--- config.mk ---
export PLATFORM = sky130hd
export DESIGN_NAME = pooled_linked_stack_unit
export DESIGN_NICKNAME = d
export VERILOG_FILES = /design/src/hw/rtl/pls_pkg.sv /design/src/hw/rtl/pls_ctrl.sv /design/src/hw/rtl/pls_dpath.sv /design/src/hw/rtl/pooled_linked_stack_unit.sv
export SDC_FILE = /design/constraint.sdc
export NUM_CORES = 1
export LEC_CHECK = 0
export ABC_AREA = 1
export BUFFER_PORTS_ARGS = -buffer_cell sky130_fd_sc_hd__buf_2
export CAP_MARGIN = 10
export CORE_UTILIZATION = 50
export DETAILED_ROUTE_END_ITERATION = 7
export PLACE_DENSITY = 0.67
export SLEW_MARGIN = 20
export SYNTH_ARGS = -nofsm -noshare
export SYNTH_HDL_FRONTEND = slang
export SYNTH_SLANG_ARGS = --single-unit
--- constraint.sdc ---
create_clock -name clk -period 17.51 [get_ports clk]
set_clock_uncertainty 0.15 [all_clocks]
set_input_delay 0.8755 -clock clk [delete_from_list [all_inputs] [get_ports clk]]
set_output_delay 0.8755 -clock clk [all_outputs]
set_load 0.05 [all_outputs]
--- src/hw/rtl/pls_pkg.sv ---
`timescale 1ns / 1ps
// ---------------------------------------------------------------------------
// pls_pkg
// shared constants, codes and control types for the pooled linked stack
// ---------------------------------------------------------------------------
package pls_pkg;

	localparam int DEPTH  = 16;
	localparam int IDX_W  = $clog2(DEPTH);
	localparam int CNT_W  = IDX_W + 1;
	localparam int DATA_W = 64;
	localparam int ACT_W  = 2;

	localparam logic [ACT_W-1:0] ACT_PUSH = 2'd0;
	localparam logic [ACT_W-1:0] ACT_POP  = 2'd1;
	localparam logic [ACT_W-1:0] ACT_PEEK = 2'd2;

	typedef enum logic [0:0] {
		ST_IDLE,
		ST_EXEC
	} state_t;

	typedef struct packed {
		logic accept;
		logic exec;
	} cmd_t;

	typedef struct packed {
		logic out_hold;
	} sts_t;

endpackage

--- src/hw/rtl/pls_ctrl.sv ---
`timescale 1ns / 1ps
// ---------------------------------------------------------------------------
// pls_ctrl
// sequencer: accept a transaction, then execute it once the result slot frees
// ---------------------------------------------------------------------------
module pls_ctrl (
	input  logic          clk,
	input  logic          arst_n,
	input  logic          s_tvalid,
	output logic          s_tready,
	input  pls_pkg::sts_t sts,
	output pls_pkg::cmd_t cmd
);

	pls_pkg::state_t state_q;
	pls_pkg::state_t state_nxt;

	always_ff @(posedge clk or negedge arst_n) begin
		if (!arst_n) begin
			state_q <= pls_pkg::ST_IDLE;
		end else begin
			state_q <= state_nxt;
		end
	end

	always_comb begin
		state_nxt = state_q;
		unique case (state_q)
			pls_pkg::ST_IDLE: begin
				if (s_tvalid) begin
					state_nxt = pls_pkg::ST_EXEC;
				end
			end
			pls_pkg::ST_EXEC: begin
				if (!sts.out_hold) begin
					state_nxt = pls_pkg::ST_IDLE;
				end
			end
			default: state_nxt = pls_pkg::ST_IDLE;
		endcase
	end

	always_comb begin
		s_tready   = 1'b0;
		cmd.accept = 1'b0;
		cmd.exec   = 1'b0;
		unique case (state_q)
			pls_pkg::ST_IDLE: begin
				s_tready   = 1'b1;
				cmd.accept = s_tvalid;
			end
			pls_pkg::ST_EXEC: begin
				cmd.exec = !sts.out_hold;
			end
			default: begin
				s_tready = 1'b0;
			end
		endcase
	end

endmodule

--- src/hw/rtl/pls_dpath.sv ---
`timescale 1ns / 1ps
// ---------------------------------------------------------------------------
// pls_dpath
// node pool memories, free-index stack, top pointer and result register
// ---------------------------------------------------------------------------
module pls_dpath (
	input  logic                        clk,
	input  logic                        arst_n,
	input  pls_pkg::cmd_t               cmd,
	output pls_pkg::sts_t               sts,
	input  logic [pls_pkg::ACT_W-1:0]   in_action,
	input  logic [pls_pkg::DATA_W-1:0]  in_value,
	output logic                        out_valid,
	input  logic                        out_ready,
	output logic [pls_pkg::DATA_W-1:0]  out_value,
	output logic                        out_status
);

	localparam int IW = pls_pkg::IDX_W;
	localparam int CW = pls_pkg::CNT_W;
	localparam int DW = pls_pkg::DATA_W;
	localparam int D  = pls_pkg::DEPTH;

	// memories
	logic [DW-1:0] val_mem [D];
	logic [IW:0]   link_mem [D];
	logic [IW-1:0] fs_mem [D];

	// flop state
	logic [pls_pkg::ACT_W-1:0] act_q;
	logic [DW-1:0]             val_q;
	logic [IW-1:0]             top_idx_q;
	logic                      top_empty_q;
	logic [CW-1:0]             free_cnt_q;
	logic [D-1:0]              node_free_q;
	logic [D-1:0]              fs_vld_q;

	// registered read data
	logic [DW-1:0] val_rd_q;
	logic [IW:0]   link_rd_q;
	logic [IW-1:0] fs_rd_q;
	logic          fs_vld_rd_q;
	logic [IW-1:0] fs_def_q;

	logic [DW-1:0] res_val_q;
	logic          res_sts_q;
	logic          res_vld_q;

	logic [IW-1:0] fs_addr;
	logic [IW-1:0] push_idx;
	logic          top_live;
	logic          push_ok;
	logic          pop_ok;
	logic          peek_ok;

	assign fs_addr  = IW'(free_cnt_q - CW'(1));
	assign push_idx = fs_vld_rd_q ? fs_rd_q : fs_def_q;
	assign top_live = !top_empty_q && !node_free_q[top_idx_q];
	assign push_ok  = (act_q == pls_pkg::ACT_PUSH) && (free_cnt_q != '0);
	assign pop_ok   = (act_q == pls_pkg::ACT_POP) && top_live
		&& (free_cnt_q != CW'(D));
	assign peek_ok  = (act_q == pls_pkg::ACT_PEEK) && top_live;

	assign sts.out_hold = res_vld_q && !out_ready;

	// transaction capture and memory reads
	always_ff @(posedge clk) begin
		if (cmd.accept) begin
			act_q       <= in_action;
			val_q       <= in_value;
			val_rd_q    <= val_mem[top_idx_q];
			link_rd_q   <= link_mem[top_idx_q];
			fs_rd_q     <= fs_mem[fs_addr];
			fs_vld_rd_q <= fs_vld_q[fs_addr];
			fs_def_q    <= IW'(D - 1) - fs_addr;
		end
	end

	// memory writes
	always_ff @(posedge clk) begin
		if (cmd.exec && push_ok) begin
			val_mem[push_idx]  <= val_q;
			link_mem[push_idx] <= {top_empty_q, top_idx_q};
		end
		if (cmd.exec && pop_ok) begin
			fs_mem[free_cnt_q[IW-1:0]] <= top_idx_q;
		end
	end

	// pointer, count and flag state
	always_ff @(posedge clk or negedge arst_n) begin
		if (!arst_n) begin
			top_idx_q   <= '0;
			top_empty_q <= 1'b1;
			free_cnt_q  <= CW'(D);
			node_free_q <= '1;
			fs_vld_q    <= '0;
		end else if (cmd.exec) begin
			if (push_ok) begin
				top_idx_q             <= push_idx;
				top_empty_q           <= 1'b0;
				free_cnt_q            <= free_cnt_q - CW'(1);
				node_free_q[push_idx] <= 1'b0;
			end else if (pop_ok) begin
				top_idx_q                    <= link_rd_q[IW-1:0];
				top_empty_q                  <= link_rd_q[IW];
				free_cnt_q                   <= free_cnt_q + CW'(1);
				node_free_q[top_idx_q]       <= 1'b1;
				fs_vld_q[free_cnt_q[IW-1:0]] <= 1'b1;
			end
		end
	end

	// result register
	always_ff @(posedge clk) begin
		if (cmd.exec) begin
			res_val_q <= (pop_ok || peek_ok) ? val_rd_q : '0;
			res_sts_q <= !(push_ok || pop_ok || peek_ok);
		end
	end

	always_ff @(posedge clk or negedge arst_n) begin
		if (!arst_n) begin
			res_vld_q <= 1'b0;
		end else if (cmd.exec) begin
			res_vld_q <= 1'b1;
		end else if (out_ready) begin
			res_vld_q <= 1'b0;
		end
	end

	assign out_valid  = res_vld_q;
	assign out_value  = res_val_q;
	assign out_status = res_sts_q;

endmodule

--- src/hw/rtl/pooled_linked_stack_unit.sv ---
`timescale 1ns / 1ps
// ---------------------------------------------------------------------------
// pooled_linked_stack_unit
// lifo stack of 64-bit values linked inside a pool of 16 nodes
// ---------------------------------------------------------------------------
// Each transaction is accepted in ST_IDLE, which issues the registered reads
// of the free-index, value and link memories, and is executed in ST_EXEC,
// which updates the pool and loads the result register. While a result waits to be
// taken the next transaction is still accepted; it finishes once the result
// register frees. The action code travels in s_tuser, the status flag in
// m_tuser. Reset takes effect at once, with no clearing pass.
module pooled_linked_stack_unit (
	input  logic        clk,
	input  logic        arst_n,
	input  logic        s_tvalid,
	output logic        s_tready,
	input  logic [63:0] s_tdata,  // [63:0] push_value
	input  logic [1:0]  s_tuser,  // [1:0] action
	output logic        m_tvalid,
	input  logic        m_tready,
	output logic [63:0] m_tdata,  // [63:0] read_value
	output logic [0:0]  m_tuser   // [0] status
);

	pls_pkg::cmd_t cmd;
	pls_pkg::sts_t sts;

	pls_ctrl u_ctrl (
		.clk      (clk),
		.arst_n   (arst_n),
		.s_tvalid (s_tvalid),
		.s_tready (s_tready),
		.sts      (sts),
		.cmd      (cmd)
	);

	pls_dpath u_dpath (
		.clk        (clk),
		.arst_n     (arst_n),
		.cmd        (cmd),
		.sts        (sts),
		.in_action  (s_tuser),
		.in_value   (s_tdata),
		.out_valid  (m_tvalid),
		.out_ready  (m_tready),
		.out_value  (m_tdata),
		.out_status (m_tuser[0])
	);

	a_exec_free_slot: assert property (@(posedge clk) disable iff (!arst_n)
		!(cmd.exec && sts.out_hold))
		else $error("execute while result register is held");

	a_accept_busy: assert property (@(posedge clk) disable iff (!arst_n)
		(s_tvalid && s_tready) |=> !s_tready)
		else $error("ready right after an accepted transaction");

	a_result_from_exec: assert property (@(posedge clk) disable iff (!arst_n)
		$rose(m_tvalid) |-> $past(cmd.exec))
		else $error("result appeared without an execute cycle");

endmodule
## Word-level counts from Yosys, hierarchy flattened

Memory sizes are Yosys's and may differ from the RTL's. A register that Yosys moved wholly into a read port is not among the register bits.
Cells that the tools add are included.

| storage, ports and cells | value |
|---|---|
| input bits | 70 |
| output and inout bits | 67 |
| memories | 3 |
| logic and storage cells | 91 |
| bits in writable memories | 1168 |
| bits in registers | 180 |

| cells by class | value |
|---|---|
| bitwise operators | 6 |
| reduce and logical (&&, ||, !) cells | 25 |
| add/sub/neg operators | 3 |
| magnitude comparators | 7 |
| muxes and demuxes | 31 |
| equal/unequal tests | 3 |

Memory list:

| memory | words | bits a word | rd ports | clocked after memory_dff | wr ports | line | text |
|---|---|---|---|---|---|---|---|
| u_dpath.val_mem | 16 | 64 | 1 | 1 | 1 | pls_dpath.sv:25 | `logic [DW-1:0] val_mem [D];` |
| u_dpath.link_mem | 16 | 5 | 1 | 1 | 1 | pls_dpath.sv:26 | `logic [IW:0] link_mem [D];` |
| u_dpath.fs_mem | 16 | 4 | 1 | 1 | 1 | pls_dpath.sv:27 | `logic [IW-1:0] fs_mem [D];` |

Operators with widths:

| cell | number |
|---|---|
| 2-to-1 mux 16 bit | 2 |
| bitwise OR 16 bit | 2 |
| less-than comparator 4 x 5 -> 1 bit (second input constant) | 4 |
| 2-to-1 mux 1 bit | 18 |
| bitwise AND 16 bit | 1 |
| NOT 16 bit | 1 |
| demux 1 bit (select 4 bit) | 3 |
| greater-or-equal comparator 4 x 1 -> 1 bit (second input constant) | 3 |
| 2-to-1 mux 4 bit | 3 |
| logical AND 1 bit | 11 |
| 2-to-1 mux 5 bit | 2 |
| binary-select mux 1 bit (select 4 bit) | 2 |
| adder 5 x 1 -> 5 bit (second input constant) | 1 |
| zero test 1 bit | 5 |
| != test 5 bit (second input constant) | 1 |
| nonzero test 5 bit | 1 |
| subtractor 5 x 1 -> 5 bit (second input constant) | 1 |
| nonzero test 2 bit | 2 |
| subtractor 4 bit (first input constant) | 1 |
| logical OR 1 bit | 3 |
| AND reduction 3 bit | 1 |
| equality test 2 x 1 -> 1 bit (second input constant) | 1 |
| equality test 2 bit (second input constant) | 1 |
| zero test 2 bit | 1 |
| other kinds (3) | 4 |

## Longest topological paths before layout

| depth | value |
|---|---|
| depth after elaboration | 9 |
| depth in mapped cells | 14 |

## Hierarchy

From an unflattened synthesis, not the netlist that was laid out.

| second synthesis, totals | value |
|---|---|
| cells, all modules | 3737 |
| area, all modules | 54005.5 µm² |

Modules (own cells, without submodules):

| module | cells an instance | seq. area each (µm²) | times used | area an instance (µm²) |
|---|---|---|---|---|
| pls_dpath | 3730 | 42448.2 | 1 | 53953.0 |
| pls_ctrl | 7 | 25.0 | 1 | 52.6 |

## Worst setup path before layout

No wires, ideal clock.

| timing path | value |
|---|---|
| kind | register -> register |
| from | register u_dpath.free_cnt_q[0] |
| to | memory u_dpath.link_mem[5][0] (netlist bit), enable pin |
| clock period less this slack | 9000 ps |
| data required time | 16694 ps |
| setup time | 666 ps |
| arrival time | 8184 ps |
| cell stages (with the launch flop) | 12 |
| slack | 8510 ps |
| cell sequence | dfrtp_1 > buf_2 > inv_1 > clkbuf_1 > ha_1 > inv_1 > nor2_2 > inv_2 > o21ai_2 > buf_4 > buf_2 > nor4_1 |

| on the way | value |
|---|---|
| longest elaborated chain between the ends | 5 |

RTL lines:

| element | line | text |
|---|---|---|
| start, declared | pls_dpath.sv:34 | `logic [CW-1:0] free_cnt_q;` |
| start signal, assigned | pls_dpath.sv:95 | `free_cnt_q <= CW'(D);` |
| start signal, assigned | pls_dpath.sv:102 | `free_cnt_q <= free_cnt_q - CW'(1);` |
| start signal, assigned | pls_dpath.sv:107 | `free_cnt_q <= free_cnt_q + CW'(1);` |
| nonzero test 5 bit | pls_dpath.sv:59 | `assign push_ok = (act_q == pls_pkg::ACT_PUSH) && (free_cnt_q != '0);` |
| logical AND 1 bit | pls_dpath.sv:59 |  |
| logical AND 1 bit | pls_dpath.sv:81 | `if (cmd.exec && push_ok) begin` |
| 2-to-1 mux 1 bit | pls_dpath.sv:81 |  |
| 2-to-1 mux 1 bit (implied by the code) | pls_dpath.sv:83 | `link_mem[push_idx] <= {top_empty_q, top_idx_q};` |
| end, declared | pls_dpath.sv:26 |  |

No other way between the ends.

## Worst setup path in the final report

| timing path | value |
|---|---|
| from | register u_dpath.free_cnt_q[1] |
| to | memory u_dpath.val_mem[4][58] (netlist bit), enable pin |

| on the way | value |
|---|---|
| longest elaborated chain between the ends | 5 |

RTL lines:

| element | line | text |
|---|---|---|
| nonzero test 5 bit | pls_dpath.sv:59 |  |
| logical AND 1 bit | pls_dpath.sv:59 |  |
| logical AND 1 bit | pls_dpath.sv:81 |  |
| 2-to-1 mux 1 bit | pls_dpath.sv:81 |  |
| 2-to-1 mux 1 bit (implied by the code) | pls_dpath.sv:82 | `val_mem[push_idx] <= val_q;` |
| end, declared | pls_dpath.sv:25 |  |

No other way between the ends.

==> results.md <==
Outcome:
- The flow ran to the end, but the final reports show violations.
- The checks that failed: negative hold slack.

STA:
- The worst path in the final design needs a cycle of 4.51 ns, including I/O delays and setup.
- Across all setup checks in the final design, the least slack found is 13.00 ns.
- The final worst hold slack is -0.00790 ns.
- The worst max-slew margin expressed relative to the limit is 0.242.
- Setup repair after global routing left no endpoint under its margin.
- The total negative slack is 0 ns.
- The achievable clock frequency is 222 MHz.
- Setup violations remaining at the end of the flow were counted as 0.
- The hold violation count in the final report is 2.
- The actual slew at the worst max-slew pin is 1.14 ns.
- Dividing the final minimum period by the clock period gives 0.258.
- The final count of pins violating max slew is 0.

Floorplanning:
- The die width is 327 µm.
- The I/O pin total is 137.
- The vertical extent of the die is 327 µm.
- The initial utilization of the core area, before any placement, comes to 0.507.
- The area of the core region is 104000 µm².
- The floorplan die area is 107000 µm².
- Row generation in the floorplan step produced 118 rows.

Synth:
- The XOR/XNOR share of the synthesized area is 0.000830.
- The most used flip-flop cell after synthesis is edfxtp_1.
- Yosys attributes the largest share of cell area to edfxtp_1, a22oi_1, nand2_1.
- The number of distinct library cells after synthesis is 32.
- Among all cell types in the netlist, the one instantiated most often is edfxtp_1.
- After synthesis, the largest family of logic cells by area is compound AO/OA/AOI/OAI gates.
- Counting flops with a built-in enable in the synthesized netlist gives 1377.
- The number of instances in the synthesized netlist is 3392.
- Of all flip-flops after synthesis, the portion carrying an async set or reset was 0.0310.
- The share of synthesized area in the top cell type comes to 0.784.
- After synthesis, the mean cell area works out to 15.6 µm².
- The number of nets in the synthesized netlist is 3466.
- In the synthesized netlist, the cells that appear most often are edfxtp_1, nand2_1, a22oi_1.
- The adder and majority cell fraction of the synthesized area is 0.000948.
- Of the total synthesized cell area, the portion taken by AND, OR, NAND and NOR gates is 0.0738.
- The count of warnings emitted by yosys is 0.
- The complex-gate fraction of the synthesized area is 0.0938.
- The portion of netlist area occupied by mux cells is 0.
- The share of synthesized area occupied by flip-flops and latches is 0.805.
- Synthesis inferred 1421 register bits.
- The total standard cell area after synthesis is 52800 µm².
- The largest area contributor in the netlist is edfxtp_1.

Pwr:
- The internal portion of the total power is 6.68 mW.
- The share of total power dissipated in sequential elements is 0.445.
- The leakage component of the power is 20.4 nW.
- The worst-case IR drop observed on VDD is 0.100 mV.
- The share of power burned in combinational logic is 0.245.
- The power dissipated by switching net loads is 3.30 mW.
- For this design the ratio of total power to cell area is 167 nW/µm².
- Of the total power, the share spent switching nets is 0.331.
- The share of total power dissipated in the clock network is 0.309.

Setup path:
- The depth of the worst register-to-register path is 11.
- The endpoint of the lowest-slack register-to-register path is u_dpath.val_mem[4][58]$_DFFE_PP_.
- The number of cells on the critical path is 11.
- The critical path is of the flop to flop type.
- In this design, the largest share of critical-path delay is due to buffers and inverters.
- For this design, the slowest cell found on the critical path is nor2_4.
- Together, buffers and inverters on the worst path number 6.
- For the worst setup path, the data arrival time is 4.72 ns.
- The worst setup path is launched from a flop.
- The signal on the critical path passes through inv_1 -> ha_1 -> inv_1 -> nor2_2 -> inv_2 -> o21ai_2 -> inv_2 -> nand2_2 -> buf_4 -> nor2_4 -> buf_4.
- The worst endpoint required time is 17.72 ns.
- The startpoint identified for the worst register-to-register timing path is u_dpath.free_cnt_q[1]$_DFFE_PN0P_.
- The worst-path maximum fanout is 44.
- The kind of end point of the critical path is a flop.
- The register-to-register setup slack is 13.00 ns.
- In this design, the stage delay of the slowest critical-path cell is 0.78 ns.

Cells and area:
- Measured on the finished design, the core utilization comes to 0.573.
- The final cell count without fillers is 5032.
- The number of nets in the layout is 3607.
- The fill cell total of the finished layout is 7914.
- The diode insertion count for antenna repair is 0.
- Summing all flip-flop and latch instances after layout gives 42500 µm².
- The growth of design area from synthesis to finish is 13.1%.
- The fraction of layout cells with a size suffix above 1 is 0.127.
- In the final layout, the multi-input gates occupy 9090 µm².

Detailed routing:
- The antenna violation net count after detailed routing is 0.
- After detailed routing, the average wire length per cell comes to 24.1 µm.
- The number of detailed-route iterations in the first pass is 5.
- The met3 routed wirelength is 9010 µm.
- The first routing iteration left 3269 violations.
- The post-route DRC violation count is 0.
- The number of vias after detailed routing is 29558.
- The highest metal layer carrying signal wires in the routed design is met4.
- Dividing the detail-routed via count by the number of cells gives 5.87.
- The total met2 wirelength after detailed routing is 58200 µm.
- The post-route met1 wirelength is 51600 µm.
- The total detailed-routing wirelength is 121000 µm.

CTS:
- The tree is rooted in a clkbuf_16.
- After clock tree synthesis, the repair step resized 0 gates.
- Clock tree synthesis found a total of 1421 sinks.
- In this run, post-CTS hold repair placed 0 buffers.
- In this run the post-CTS setup repair buffer count came out at 0.
- The clock-pin slew of the registers on the worst-case setup and hold paths is 0.06 ns.
- The total clock buffers created by CTS is 142.
- The number of levels in the clock H-tree is 4.
- The deepest clock path buffer count is 3.
- TritonCTS built the clock tree.
- The clock insertion delay at the later pin of the skew report is 0.75 ns.

Place:
- The total of buffers placed on input and output ports is 136.
- The congestion estimate from routability-driven global placement came to 0.806.
- The detailed placer's ending HPWL is 60100 µm.
- Including well taps, the total number of placed cells is 4768.
- The worst slack at placement is 12.61 ns.

GRT:
- The initial antenna violation count is 0.
- The number of global-route vias before repair is 29095.
- Entering global routing, the biggest net connects 187 pins.
- For this run, the total global-route usage over all layers was measured as 0.227.
- The total global routing overflow is 0.
- The first-pass GRT wire length is 182000 µm.

Flow run:
- Across the run, the number of max-cap violations was 0.

Hold path:
- The type of the most critical hold path is input pin to async pin.
## worst register-to-register path, delay by kind of cell, from the launching register on
kind,cells,cell delay [ns]
AOI/OAI and AO/OA,1,0.27
DFF,1,0.43
adders and majority gates,1,0.25
and+or+nand+nor,3,1.09
buffers and inverters,6,1.88
## final cells by class
cell class	instances	share of cell area
multi-input combinational	1667	0.152
clock buffer	172	0.0642
sequential	1421	0.712
inverter	112	0.00750
clock inverter	91	0.0162
tap	1380	0.0289
timing repair buffer	189	0.0194
## state kept, by name (all words and copies together), names as in the netlist
register and cells:
u_dpath.act_q 2, u_dpath.out_status 1, u_dpath.val_mem 1024, u_dpath.fs_vld_q 16, u_dpath.val_q 64, u_dpath.node_free_q 16, u_dpath.fs_def_q 4, u_dpath.link_rd_q 5
u_dpath.val_rd_q 64, u_dpath.fs_vld_rd_q 1, u_dpath.link_mem 80, u_dpath.fs_rd_q 4, u_dpath.out_value 64, u_dpath.top_idx_q 4, u_ctrl.state_q 1, u_dpath.out_valid 1
u_dpath.top_empty_q 1, u_dpath.fs_mem 64, u_dpath.free_cnt_q 5
## metal layers
metal | GRT usage | up-vias
li1 | - | 13212
met1 | 0.323 | 14930
met2 | 0.362 | 1249
met3 | 0.0368 | 167
met4 | 0.0668 | 0
met5 | 0 | -
## cells in the final DEF (no fill, tap or decap), drive strengths merged
cell type and count:
nor2 139, nand2 695, buf 189, dfrtp 26, o21bai 8, nand4 70
edfxtp 1377, o221ai 4, o21ai 76, xor2 5, clkbuf 172, dfstp 18
a22oi 552, inv 114, clkinv 67, ha 4, a21oi 41, o211ai 4
bufinv 16, nand3 50, nor4 7, o22ai 12, clkinvlp 6
## worst max-delay path by stage
stage	from	to	slack [ns]
3_3_place_gp	m_tready	u_dpath.val_mem[4][53]$_DFFE_PP_	12.67
4_1_cts	u_dpath.free_cnt_q[1]$_DFFE_PN0P_	u_dpath.val_mem[4][59]$_DFFE_PP_	13.05
3_5_place_dp	m_tready	u_dpath.val_mem[4][53]$_DFFE_PP_	12.61
5_1_grt	u_dpath.free_cnt_q[1]$_DFFE_PN0P_	u_dpath.val_mem[4][55]$_DFFE_PP_	12.81
2_1_floorplan	u_dpath.free_cnt_q[0]$_DFFE_PN0P_	u_dpath.link_mem[5][0]$_DFFE_PP_	8.51
6_report	u_dpath.free_cnt_q[1]$_DFFE_PN0P_	u_dpath.val_mem[4][58]$_DFFE_PP_	13.00
## through the flow
step	area [µm²]	total power, mW
floorplan	52800	6.15
global placement	54800	6.91
detailed placement	54900	6.96
CTS	59700	10.0
global route	59700	10.4
finish	59700	9.98
## power by group through the flow
stage	registers (mW)	logic [mW]	clock network, mW
global placement	4.50	2.41	0
finish	4.44	2.45	3.08
detailed placement	4.51	2.45	0
CTS	4.44	2.46	3.12
floorplan	4.70	1.45	0
global route	4.47	2.67	3.25
## logic make-up (layout without fill, tap and decap cells)
kind of cell,Yosys count,in the layout
flip-flops,1421,1421
adder cells (fa/ha/maj),4,4
AND/OR/NAND/NOR,961,961
buffers and inverters,304,564
XOR/XNOR,5,5
AO/OA/AOI/OAI,697,697
Note: power is estimated with default switching activity, not from simulation.
